File: src/hdl/gtp_pkg.sv
// ----------------------------------------------------------------------------
// gtp_pkg
// shared constants, types and the power product schedule of the tone detector
// ----------------------------------------------------------------------------
package gtp_pkg;

    localparam int ACC_BITS      = 48;
    localparam int COEFF_BITS    = 19;
    localparam int FRAC_BITS     = 16;
    localparam int WLEN_BITS     = 13;
    localparam int POWER_BITS    = 63;
    localparam int PIECE_BITS    = 24;
    localparam int MUL_BITS      = PIECE_BITS + 1;
    localparam int PROD_BITS     = 2 * MUL_BITS;
    localparam int CPROD_BITS    = COEFF_BITS + ACC_BITS;
    localparam int PACC_BITS     = 116;
    localparam int CFG_IDX_BITS  = 1;
    localparam int CFG_DATA_BITS = 19;
    localparam int WLEN_RESET    = 256;
    localparam int PWR_OPS       = 12;
    localparam int STEP_BITS     = 4;

    typedef enum logic [CFG_IDX_BITS-1:0] {
        CFG_TONE_COEFF    = 1'b0,
        CFG_WINDOW_LENGTH = 1'b1
    } t_cfg_idx;

    // operand pieces fed to the shared multiplier
    typedef enum logic [2:0] {
        OPND_A1L,
        OPND_A1H,
        OPND_A2L,
        OPND_A2H,
        OPND_K0,
        OPND_K1,
        OPND_K2,
        OPND_COEFF
    } t_opnd;

    typedef enum logic [2:0] {
        SH_0,
        SH_16,
        SH_24,
        SH_41,
        SH_48,
        SH_64,
        SH_72
    } t_shift;

    typedef struct packed {
        t_opnd  opnd_a;
        t_opnd  opnd_b;
        t_shift shift;
        logic   sub;
    } t_mac_op;

    typedef struct packed {
        logic empty;
        logic full;
    } t_q_stat;

    // power = (a1^2 + a2^2) * 2^16 - (coeff * a2) * a1, built from 24-bit pieces
    function automatic t_mac_op pwr_op(input logic [STEP_BITS-1:0] idx);
        t_mac_op op;
        unique case (idx)
            4'd0:    op = '{OPND_A1H, OPND_A1H, SH_64, 1'b0};
            4'd1:    op = '{OPND_A1H, OPND_A1L, SH_41, 1'b0};
            4'd2:    op = '{OPND_A1L, OPND_A1L, SH_16, 1'b0};
            4'd3:    op = '{OPND_A2H, OPND_A2H, SH_64, 1'b0};
            4'd4:    op = '{OPND_A2H, OPND_A2L, SH_41, 1'b0};
            4'd5:    op = '{OPND_A2L, OPND_A2L, SH_16, 1'b0};
            4'd6:    op = '{OPND_K0, OPND_A1L, SH_0, 1'b1};
            4'd7:    op = '{OPND_K0, OPND_A1H, SH_24, 1'b1};
            4'd8:    op = '{OPND_K1, OPND_A1L, SH_24, 1'b1};
            4'd9:    op = '{OPND_K1, OPND_A1H, SH_48, 1'b1};
            4'd10:   op = '{OPND_K2, OPND_A1L, SH_48, 1'b1};
            4'd11:   op = '{OPND_K2, OPND_A1H, SH_72, 1'b1};
            default: op = '{OPND_A1L, OPND_A1L, SH_0, 1'b0};
        endcase
        return op;
    endfunction

endpackage

File: src/hdl/gtp_fifo.sv
// ----------------------------------------------------------------------------
// gtp_fifo
// short item queue between the sample front end and the arithmetic back end
// ----------------------------------------------------------------------------
module gtp_fifo #(
    parameter int WIDTH = 17,
    parameter int DEPTH = 4
) (
    input  logic                i_clk,
    input  logic                i_rst_n,
    input  logic                i_wr,
    input  logic [WIDTH-1:0]    i_wdata,
    input  logic                i_rd,
    output logic [WIDTH-1:0]    o_rdata,
    output gtp_pkg::t_q_stat    o_stat
);

    localparam int AW   = (DEPTH > 1) ? $clog2(DEPTH) : 1;
    localparam int CNTW = $clog2(DEPTH + 1);

    logic [WIDTH-1:0] r_mem [DEPTH];
    logic [AW-1:0]    r_wr_ptr;
    logic [AW-1:0]    r_rd_ptr;
    logic [CNTW-1:0]  r_count;
    logic             wr_en;
    logic             rd_en;

    assign o_stat.empty = (r_count == '0);
    assign o_stat.full  = (r_count == CNTW'(DEPTH));
    assign wr_en        = i_wr && !o_stat.full;
    assign rd_en        = i_rd && !o_stat.empty;
    assign o_rdata      = r_mem[r_rd_ptr];

    always_ff @(posedge i_clk) begin
        if (wr_en) begin
            r_mem[r_wr_ptr] <= i_wdata;
        end
    end

    always_ff @(posedge i_clk) begin
        if (!i_rst_n) begin
            r_wr_ptr <= '0;
            r_rd_ptr <= '0;
            r_count  <= '0;
        end else begin
            if (wr_en) begin
                r_wr_ptr <= (r_wr_ptr == AW'(DEPTH - 1)) ? '0 : r_wr_ptr + 1'b1;
            end
            if (rd_en) begin
                r_rd_ptr <= (r_rd_ptr == AW'(DEPTH - 1)) ? '0 : r_rd_ptr + 1'b1;
            end
            if (wr_en && !rd_en) begin
                r_count <= r_count + 1'b1;
            end else if (rd_en && !wr_en) begin
                r_count <= r_count - 1'b1;
            end
        end
    end

endmodule

File: src/hdl/gtp_front.sv
// ----------------------------------------------------------------------------
// gtp_front
// sample intake: counts the window and tags the item that closes it
// ----------------------------------------------------------------------------
module gtp_front #(
    parameter int MAX_WINDOW  = 4096,
    parameter int SAMPLE_BITS = 16
) (
    input  logic                          i_clk,
    input  logic                          i_rst_n,
    input  logic                          i_push,
    input  logic signed [SAMPLE_BITS-1:0] i_sample,
    input  logic [gtp_pkg::WLEN_BITS-1:0] i_wlen,
    input  gtp_pkg::t_q_stat              i_q_stat,
    output logic                          o_full,
    output logic                          o_q_wr,
    output logic [SAMPLE_BITS:0]          o_q_data
);

    localparam int CW = $clog2(MAX_WINDOW + 1);
    localparam int LW = (CW > gtp_pkg::WLEN_BITS) ? CW : gtp_pkg::WLEN_BITS;

    logic [CW-1:0] r_count;
    logic [LW-1:0] wl_ext;
    logic [LW-1:0] max_ext;
    logic [LW-1:0] len;
    logic [LW-1:0] cnt_inc;
    logic          last;

    assign wl_ext  = LW'(i_wlen);
    assign max_ext = LW'(MAX_WINDOW);
    assign cnt_inc = LW'(r_count) + 1'b1;

    always_comb begin
        priority if (wl_ext == '0) begin
            len = LW'(1);
        end else if (wl_ext > max_ext) begin
            len = max_ext;
        end else begin
            len = wl_ext;
        end
    end

    assign last     = (cnt_inc >= len);
    assign o_full   = i_q_stat.full;
    assign o_q_wr   = i_push && !i_q_stat.full;
    assign o_q_data = {last, i_sample};

    always_ff @(posedge i_clk) begin
        if (!i_rst_n) begin
            r_count <= '0;
        end else if (o_q_wr) begin
            r_count <= last ? '0 : CW'(cnt_inc);
        end
    end

endmodule

File: src/hdl/gtp_mul.sv
// ----------------------------------------------------------------------------
// gtp_mul
// shared signed 25x25 multiplier with registered product
// ----------------------------------------------------------------------------
module gtp_mul (
    input  logic                                 i_clk,
    input  logic signed [gtp_pkg::MUL_BITS-1:0]  i_a,
    input  logic signed [gtp_pkg::MUL_BITS-1:0]  i_b,
    output logic signed [gtp_pkg::PROD_BITS-1:0] o_p
);

    logic signed [gtp_pkg::PROD_BITS-1:0] r_p;

    always_ff @(posedge i_clk) begin
        r_p <= i_a * i_b;
    end

    assign o_p = r_p;

endmodule

File: src/hdl/gtp_back.sv
// ----------------------------------------------------------------------------
// gtp_back
// accumulator update, bin power sequence and result register
// ----------------------------------------------------------------------------
module gtp_back #(
    parameter int SAMPLE_BITS = 16
) (
    input  logic                                  i_clk,
    input  logic                                  i_rst_n,
    input  logic signed [gtp_pkg::COEFF_BITS-1:0] i_coeff,
    input  logic [SAMPLE_BITS:0]                  i_q_data,
    input  gtp_pkg::t_q_stat                      i_q_stat,
    output logic                                  o_q_rd,
    input  logic                                  i_pop,
    output logic                                  o_empty,
    output logic [gtp_pkg::POWER_BITS-1:0]        o_bin_power,
    output logic                                  o_overflow
);

    localparam int ACC_BITS  = gtp_pkg::ACC_BITS;
    localparam int PB        = gtp_pkg::PIECE_BITS;
    localparam int MB        = gtp_pkg::MUL_BITS;
    localparam int KB        = gtp_pkg::CPROD_BITS;
    localparam int PAB       = gtp_pkg::PACC_BITS;
    localparam int FB        = gtp_pkg::FRAC_BITS;
    localparam int POWB      = gtp_pkg::POWER_BITS;
    localparam int SB        = gtp_pkg::STEP_BITS;
    localparam int TERM_BITS = KB - FB;
    localparam int SUM_BITS  = TERM_BITS + 2;

    localparam logic signed [KB-1:0]       K_HALF   = KB'(1) <<< (FB - 1);
    localparam logic signed [PAB-1:0]      P_HALF   = PAB'(1) <<< (FB - 1);
    localparam logic signed [SUM_BITS-1:0] ACC_MAX  = (SUM_BITS'(1) <<< (ACC_BITS - 1)) - 1;
    localparam logic signed [SUM_BITS-1:0] ACC_MIN  = -ACC_MAX - 1;
    localparam logic [SB-1:0]              UPD_LAST = SB'(3);
    localparam logic [SB-1:0]              PWR_END  = SB'(gtp_pkg::PWR_OPS);

    typedef enum logic [1:0] {
        ST_IDLE,
        ST_UPD,
        ST_PWR,
        ST_OUT
    } t_state;

    t_state                        r_state;
    logic [SB-1:0]                 r_step;
    logic signed [SAMPLE_BITS-1:0] r_x;
    logic                          r_last;
    logic signed [ACC_BITS-1:0]    r_a1;
    logic signed [ACC_BITS-1:0]    r_a2;
    logic signed [KB-1:0]          r_k;
    logic signed [PAB-1:0]         r_acc;
    logic                          r_sat;
    logic                          r_out_valid;
    logic [POWB-1:0]               r_power;
    logic                          r_ovf;

    logic                          q_take;
    gtp_pkg::t_opnd                sel_a;
    gtp_pkg::t_opnd                sel_b;
    gtp_pkg::t_mac_op              iss_op;
    gtp_pkg::t_mac_op              acc_op;
    logic signed [MB-1:0]          mul_a;
    logic signed [MB-1:0]          mul_b;
    logic signed [gtp_pkg::PROD_BITS-1:0] mul_p;
    logic signed [PAB-1:0]         p_ext;
    logic signed [PAB-1:0]         addend;
    logic signed [PAB-1:0]         acc_next;
    logic signed [KB-1:0]          k_rnd;
    logic signed [TERM_BITS-1:0]   term;
    logic signed [SUM_BITS-1:0]    nv_wide;
    logic signed [ACC_BITS-1:0]    nv_sat;
    logic                          nv_ovf;
    logic                          acc_neg;
    logic                          acc_big;
    logic [POWB-1:0]               power;

    function automatic logic signed [MB-1:0] opnd_val(
        input gtp_pkg::t_opnd              sel,
        input logic signed [ACC_BITS-1:0]  a1,
        input logic signed [ACC_BITS-1:0]  a2,
        input logic signed [KB-1:0]        k,
        input logic signed [gtp_pkg::COEFF_BITS-1:0] c
    );
        logic signed [MB-1:0] v;
        unique case (sel)
            gtp_pkg::OPND_A1L:   v = {1'b0, a1[PB-1:0]};
            gtp_pkg::OPND_A1H:   v = MB'(signed'(a1[ACC_BITS-1:PB]));
            gtp_pkg::OPND_A2L:   v = {1'b0, a2[PB-1:0]};
            gtp_pkg::OPND_A2H:   v = MB'(signed'(a2[ACC_BITS-1:PB]));
            gtp_pkg::OPND_K0:    v = {1'b0, k[PB-1:0]};
            gtp_pkg::OPND_K1:    v = {1'b0, k[2*PB-1:PB]};
            gtp_pkg::OPND_K2:    v = MB'(signed'(k[KB-1:2*PB]));
            gtp_pkg::OPND_COEFF: v = MB'(c);
            default:             v = '0;
        endcase
        return v;
    endfunction

    assign q_take = !i_q_stat.empty &&
                    ((r_state == ST_IDLE) ||
                     ((r_state == ST_UPD) && (r_step == UPD_LAST) && !r_last));
    assign o_q_rd = q_take;

    // operand selection for the shared multiplier
    assign iss_op = gtp_pkg::pwr_op(r_step);
    assign acc_op = gtp_pkg::pwr_op(r_step - 1'b1);

    always_comb begin
        if (r_state == ST_PWR) begin
            sel_a = iss_op.opnd_a;
            sel_b = iss_op.opnd_b;
        end else begin
            sel_a = gtp_pkg::OPND_COEFF;
            sel_b = (r_step == SB'(1)) ? gtp_pkg::OPND_A1H : gtp_pkg::OPND_A1L;
        end
    end

    assign mul_a = opnd_val(sel_a, r_a1, r_a2, r_k, i_coeff);
    assign mul_b = opnd_val(sel_b, r_a1, r_a2, r_k, i_coeff);

    gtp_mul u_mul (
        .i_clk (i_clk),
        .i_a   (mul_a),
        .i_b   (mul_b),
        .o_p   (mul_p)
    );

    // power accumulation
    assign p_ext = PAB'(mul_p);

    always_comb begin
        unique case (acc_op.shift)
            gtp_pkg::SH_0:  addend = p_ext;
            gtp_pkg::SH_16: addend = p_ext <<< 16;
            gtp_pkg::SH_24: addend = p_ext <<< 24;
            gtp_pkg::SH_41: addend = p_ext <<< 41;
            gtp_pkg::SH_48: addend = p_ext <<< 48;
            gtp_pkg::SH_64: addend = p_ext <<< 64;
            gtp_pkg::SH_72: addend = p_ext <<< 72;
            default:        addend = p_ext;
        endcase
    end

    assign acc_next = acc_op.sub ? (r_acc - addend) : (r_acc + addend);

    // accumulator update with rounded coefficient product
    assign k_rnd   = r_k + K_HALF;
    assign term    = k_rnd[KB-1:FB];
    assign nv_wide = SUM_BITS'(r_x) + SUM_BITS'(term) - SUM_BITS'(r_a2);

    always_comb begin
        priority if (nv_wide > ACC_MAX) begin
            nv_sat = ACC_MAX[ACC_BITS-1:0];
            nv_ovf = 1'b1;
        end else if (nv_wide < ACC_MIN) begin
            nv_sat = ACC_MIN[ACC_BITS-1:0];
            nv_ovf = 1'b1;
        end else begin
            nv_sat = nv_wide[ACC_BITS-1:0];
            nv_ovf = 1'b0;
        end
    end

    // final rounding and saturation of the bin power
    assign acc_neg = r_acc[PAB-1];
    assign acc_big = |r_acc[PAB-1:FB+POWB];

    always_comb begin
        priority if (acc_neg) begin
            power = '0;
        end else if (acc_big) begin
            power = '1;
        end else begin
            power = r_acc[FB+POWB-1:FB];
        end
    end

    always_ff @(posedge i_clk) begin
        if (!i_rst_n) begin
            r_state     <= ST_IDLE;
            r_step      <= '0;
            r_a1        <= '0;
            r_a2        <= '0;
            r_sat       <= 1'b0;
            r_out_valid <= 1'b0;
        end else begin
            if (i_pop && r_out_valid && (r_state != ST_OUT)) begin
                r_out_valid <= 1'b0;
            end
            if (q_take) begin
                r_x    <= i_q_data[SAMPLE_BITS-1:0];
                r_last <= i_q_data[SAMPLE_BITS];
            end
            unique case (r_state)
                ST_IDLE: begin
                    if (q_take) begin
                        r_state <= ST_UPD;
                        r_step  <= '0;
                    end
                end
                ST_UPD: begin
                    if (r_step == SB'(1)) begin
                        r_k <= KB'(mul_p);
                    end
                    if (r_step == SB'(2)) begin
                        r_k <= r_k + (KB'(mul_p) <<< PB);
                    end
                    if (r_step == UPD_LAST) begin
                        r_a2   <= r_a1;
                        r_a1   <= nv_sat;
                        r_step <= '0;
                        if (nv_ovf) begin
                            r_sat <= 1'b1;
                        end
                        if (r_last) begin
                            r_state <= ST_PWR;
                            r_acc   <= P_HALF;
                        end else if (!q_take) begin
                            r_state <= ST_IDLE;
                        end
                    end else begin
                        r_step <= r_step + 1'b1;
                    end
                end
                ST_PWR: begin
                    if (r_step != '0) begin
                        r_acc <= acc_next;
                    end
                    if (r_step == PWR_END) begin
                        r_state <= ST_OUT;
                        r_step  <= '0;
                    end else begin
                        r_step <= r_step + 1'b1;
                    end
                end
                ST_OUT: begin
                    if (!r_out_valid || i_pop) begin
                        r_out_valid <= 1'b1;
                        r_power     <= power;
                        r_ovf       <= r_sat | (!acc_neg && acc_big);
                        r_a1        <= '0;
                        r_a2        <= '0;
                        r_sat       <= 1'b0;
                        r_state     <= ST_IDLE;
                    end
                end
                default: begin
                    r_state <= ST_IDLE;
                end
            endcase
        end
    end

    assign o_empty     = !r_out_valid;
    assign o_bin_power = r_power;
    assign o_overflow  = r_ovf;

endmodule

File: src/hdl/goertzel_tone_power.sv
// ----------------------------------------------------------------------------
// goertzel_tone_power
// single-bin goertzel detector with queue-style sample and result ports
// ----------------------------------------------------------------------------
// Each sample takes the update steps in the arithmetic back end, and passes
// the idle state first when the back end was idle: the coefficient product
// needs two passes through the one shared 25x25 multiplier, then a step for
// rounding, the accumulator update and saturation. The sample that closes a
// window is followed by the bin power sequence, in which the same multiplier
// produces the twelve partial products of the bin power, and by a state that
// loads the result register; the back end then returns to idle before
// it takes the next sample. A four-item input queue lets samples arrive while
// a window's power is being worked out, and a result register keeps the back
// end free while a result waits to be popped, as long as the next window is
// not yet complete.
// ----------------------------------------------------------------------------
module goertzel_tone_power #(
    parameter int MAX_WINDOW  = 4096,
    parameter int SAMPLE_BITS = 16
) (
    input  logic                              i_clk,
    input  logic                              i_rst_n,
    input  logic                              push,
    output logic                              full,
    input  logic signed [SAMPLE_BITS-1:0]     i_sample,
    output logic                              empty,
    input  logic                              pop,
    output logic [gtp_pkg::POWER_BITS-1:0]    o_bin_power,
    output logic                              o_overflow,
    input  logic                              i_cfg_we,
    input  logic [gtp_pkg::CFG_IDX_BITS-1:0]  i_cfg_idx,
    input  logic [gtp_pkg::CFG_DATA_BITS-1:0] i_cfg_wdata
);

    localparam int QW = SAMPLE_BITS + 1;

    logic signed [gtp_pkg::COEFF_BITS-1:0] r_tone_coeff;
    logic [gtp_pkg::WLEN_BITS-1:0]         r_window_length;
    logic                                  q_wr;
    logic                                  q_rd;
    logic [QW-1:0]                         q_wdata;
    logic [QW-1:0]                         q_rdata;
    gtp_pkg::t_q_stat                      q_stat;

    always_ff @(posedge i_clk) begin
        if (!i_rst_n) begin
            r_tone_coeff    <= '0;
            r_window_length <= gtp_pkg::WLEN_BITS'(gtp_pkg::WLEN_RESET);
        end else if (i_cfg_we) begin
            unique case (gtp_pkg::t_cfg_idx'(i_cfg_idx))
                gtp_pkg::CFG_TONE_COEFF: begin
                    r_tone_coeff <= i_cfg_wdata[gtp_pkg::COEFF_BITS-1:0];
                end
                gtp_pkg::CFG_WINDOW_LENGTH: begin
                    r_window_length <= i_cfg_wdata[gtp_pkg::WLEN_BITS-1:0];
                end
                default: begin
                    r_tone_coeff <= r_tone_coeff;
                end
            endcase
        end
    end

    gtp_front #(
        .MAX_WINDOW  (MAX_WINDOW),
        .SAMPLE_BITS (SAMPLE_BITS)
    ) u_front (
        .i_clk    (i_clk),
        .i_rst_n  (i_rst_n),
        .i_push   (push),
        .i_sample (i_sample),
        .i_wlen   (r_window_length),
        .i_q_stat (q_stat),
        .o_full   (full),
        .o_q_wr   (q_wr),
        .o_q_data (q_wdata)
    );

    gtp_fifo #(
        .WIDTH (QW),
        .DEPTH (4)
    ) u_fifo (
        .i_clk   (i_clk),
        .i_rst_n (i_rst_n),
        .i_wr    (q_wr),
        .i_wdata (q_wdata),
        .i_rd    (q_rd),
        .o_rdata (q_rdata),
        .o_stat  (q_stat)
    );

    gtp_back #(
        .SAMPLE_BITS (SAMPLE_BITS)
    ) u_back (
        .i_clk       (i_clk),
        .i_rst_n     (i_rst_n),
        .i_coeff     (r_tone_coeff),
        .i_q_data    (q_rdata),
        .i_q_stat    (q_stat),
        .o_q_rd      (q_rd),
        .i_pop       (pop),
        .o_empty     (empty),
        .o_bin_power (o_bin_power),
        .o_overflow  (o_overflow)
    );

endmodule

File: config.mk
export PLATFORM = sky130hd
export DESIGN_NAME = goertzel_tone_power
export DESIGN_NICKNAME = d
export VERILOG_FILES = /design/src/hdl/gtp_pkg.sv /design/src/hdl/gtp_fifo.sv /design/src/hdl/gtp_front.sv /design/src/hdl/gtp_mul.sv /design/src/hdl/gtp_back.sv /design/src/hdl/goertzel_tone_power.sv
export SDC_FILE = /design/constraint.sdc
export NUM_CORES = 2
export LEC_CHECK = 0
export ABC_AREA = 1
export BUFFER_PORTS_ARGS = -buffer_cell sky130_fd_sc_hd__clkbuf_2
export CAP_MARGIN = 20
export CORE_MARGIN = 1.5
export CORE_UTILIZATION = 55
export CTS_CLUSTER_DIAMETER = 60
export CTS_CLUSTER_SIZE = 12
export DETAILED_ROUTE_END_ITERATION = 16
export GPL_ROUTABILITY_DRIVEN = 0
export PLACE_DENSITY = 0.72
export SYNTH_ARGS = -nofsm -noshare
export SYNTH_HDL_FRONTEND = slang
export SYNTH_HIERARCHICAL = 1
export SYNTH_SLANG_ARGS = --single-unit
File: constraint.sdc
create_clock -name i_clk -period 16.81 [get_ports i_clk]
set_input_delay 0.8405 -clock i_clk [delete_from_list [all_inputs] [get_ports i_clk]]
set_output_delay 0.8405 -clock i_clk [all_outputs]
set_load 0.05 [all_outputs]
==> results.txt <==
Status -> finished, final reports clean
CP arrival -> 12.07 ns
CP Depth -> 32
Worst-Margin Slew -> 1.126 ns
Buf/Inv on CP -> 11
FILL cells -> 12,304
Synth top area cells -> fa_1 20%, edfxtp_1 14%, nand2_1 13%, inv_1 12%, ha_1 6.6%
Mapped Area -> 72,390 sq um
NumNets Final -> 11,439
# clock sinks -> 545
Crit path largest cell delay -> 0.92 ns
H-tree levels -> 2
Max rail drop VDD -> 114.3 uV
Initial antenna violation count -> 6
DP Wirelength -> 191,100 um
Prevailing post-synth register cell -> edfxtp_1
Critical R2R Launch -> u_back/r_state[0]
RSZ-0062 raised after global routing -> false
Worst min path class -> input port to flop
Gr ovfl total -> 0
Final cell count without fillers -> 12,096
Iteration-0 DRC count of the detailed router -> 9,561
Max Used Layer -> met5
DR WL/cell -> 19.72 um
Clock-pin slew of the registers on the worst-case setup and hold paths -> 0.06 ns
Pleak -> 39.48 nW
Mapped Cells -> 10,395
First-pass GRT wire length -> 370,700 um
Net Sw Frac -> 60.23%
Crit end category -> flop
R2r worst-path depth -> 32
FP Rows -> 132
Post-CTS Setup Bufs -> 0
FF-to-FF End -> u_back/u_mul/o_p[41]
Skew-Pair Late Insertion Delay -> 0.70 ns
PortBufs -> 106
CP dominant cell by count -> inv_1
Slowest stage cell, crit path -> a221oi_1
Clock power share -> 8.7%
Slew Limit Fails -> 0
Max clock buf depth -> 3
Share of layout cells above drive strength 1 -> 5.198%
Full die area -> 133,800 sq um
DR pass1 iterations -> 14
Critical path destination -> u_back/u_mul/o_p[41]
Share of the synthesized area in the top cell type -> 19.69%
Int Power -> 0.006000 W
Total I/O pin count -> 107
DRC Markers -> 0
Die width -> 365.8 um
CTS tree -> built
Core region area -> 130,000 sq um
Max-Cap Viols -> 0
Gate power share -> 77.4%
Met2 WL -> 104,000 um
Pwr/cell area -> 197.5 nW/um^2
Clock root buffer -> clkbuf_16
Post-synth EDFFs -> 332
Warnings from Yosys -> 6
Initial Util -> 55.70%
Delay-heaviest family, CP -> adder cells
Kind of critical path -> flop to flop
CTS Buf Count -> 60
#FFs+latches synth -> 545
Final setup violation count -> 0
Hold Fails Final Rpt -> 0
Seq pwr share -> 13.9%
Unique masters post-synth -> 64
Critical Path Source Type -> flop
WL met1 -> 93,370 um
Net Count, Synth -> 11,531
Relative slew slack -> 24.95%
Register area share after synthesis -> 19.66%
Setup crit start -> u_back/r_state[0]
# resized after CTS -> 0
Setup TNS -> 0 ns
Synth async-reset ratio -> 0%
Vias in the first global route -> 66,862
Fmax -> 0.08673 GHz
Post-route ant nets -> 0
Total GRT Usage -> 34.92%
Placed cells -> 11,978
Crit path max fanout -> 35
Psw -> 0.009089 W
WL final -> 238,500 um
Worst reg-to-reg setup slack -> 5.28 ns
Fin crit share -> 68.59%
Hold-fix buffers, CTS -> 0
CP Data Required Time -> 17.35 ns
Tmin final -> 11.53 ns
Routed vias -> 69,405
Synth-to-Final Area Change -> 5.557%
Worst Skew -> 0.05479 ns
Average via count per standard cell -> 5.738
Die height -> 365.8 um
Synthesized area per cell -> 6.964 sq um
Post-synth top area cell -> fa_1
Largest net degree at the start of global routing -> 96
Met3 WL post-DR -> 29,970 um
## flip-flops by register name, indices dropped and copies added (netlist names), 2 cells and up, named ones only
register	flops
r_tone_coeff	19
u_back/r_a1	48
u_fifo/r_mem	68
u_fifo/r_wr_ptr	2
r_window_length	13
u_front/r_count	13
u_back/r_step	4
u_back/r_k	67
u_back/iss_op	5
u_fifo/r_count	3
u_back/u_mul/o_p	50
u_back/r_x	16
u_back/o_bin_power	63
u_fifo/r_rd_ptr	2
u_back/r_a2	48
u_back/r_acc	116
## final cells by class
type,count,area [sq um],area share [%]
Sequential cell,545,14230,18.63
Tap cell,1742,2180,2.852
Clock buffer,91,1662,2.174
Multi-Input combinational cell,7200,48130,62.99
Timing Repair Buffer,202,1329,1.739
Clock inverter,19,247.7,0.3242
Antenna cell,3,7.507,0.009824
Inverter,2294,8625,11.29
## per-stage QoR
stage / setup WS [ns] / area [sq um] / hold slack, ns / total power [W] / utilization (%)
finish: 5.280 / 76420 / 0.3765 / 0.01509 / 58.79
global route: 4.815 / 76410 / 0.3623 / 0.01633 / 58.78
CTS: 5.692 / 76310 / 0.3496 / 0.01471 / 58.71
detailed placement: 5.770 / 74400 / 0.4694 / 0.01334 / 57.24
global placement: 6.031 / 74370 / 0.4626 / 0.01317 / 57.22
floorplan: 4.038 / 72390 / 0.4516 / 0.01002 / -
## synth_stat cells (all sizes together) (74+ instances only)
cell type  instances
xnor2             78
buf               96
o22ai             96
dfxtp            213
nand3            371
clkbuf           260
ha               383
inv             2289
nand4             74
a31oi             86
a21oi            648
fa               712
nor3              78
xor2             163
o21ai            466
nor2            1097
edfxtp           332
nand2           2580
## worst min path at each step
stage	cells after the start	startpoint	to	slack (ns)
after global routing	1	i_sample[6]	u_fifo/r_mem[1][6]	0.36
after floorplan	2	u_back/r_sat	u_back/r_sat	0.45
after global placement	2	u_back/r_a1[39]	u_back/r_a2[39]	0.46
after CTS	1	i_sample[11]	u_fifo/r_mem[0][11]	0.35
final	1	i_sample[3]	u_fifo/r_mem[1][3]	0.38
after detailed placement	2	u_back/r_a1[25]	u_back/r_a2[25]	0.47
## cell families after synthesis
logic type / count (synthesis) / share of synthesized area (%)
fa+ha+maj: 1095 / 26.31
simple gates: 4281 / 24.46
compound gates: 1583 / 12.47
flops: 545 / 19.66
buf+inv: 2650 / 14.18
xor+xnor: 241 / 2.926
## layout by cell type, fill, tap and decap left out, types with 96 or more instances in the layout
master,Yosys,final
edfxtp_1,332,332
nor2_1,1030,1029
dfxtp_1,213,213
fa_1,712,712
nand2_1,2532,2532
inv_1,2249,2246
o21ai_0,427,427
a21oi_1,647,645
o22ai_1,96,96
clkbuf_2,1,107
nand3_1,349,349
ha_1,383,382
xor2_1,162,162
## layer usage
layer / vias to the layer above / track usage, %
met3: 788 / 8.660
li1: 32043 / -
met5: - / 0
met1: 32518 / 46.45
met4: 10 / 13.28
met2: 4046 / 54.76
## power groups by stage
stage | Clock (W) | Combinational, W | Sequential, W
floorplan | 0 | 0.00810 | 0.00191
global placement | 0 | 0.0111 | 0.00207
detailed placement | 0 | 0.0113 | 0.00207
CTS | 0.00133 | 0.0113 | 0.00205
global route | 0.00138 | 0.0129 | 0.00208
finish | 0.00131 | 0.0117 | 0.00209
Note: power is estimated with default switching activity, not from simulation.
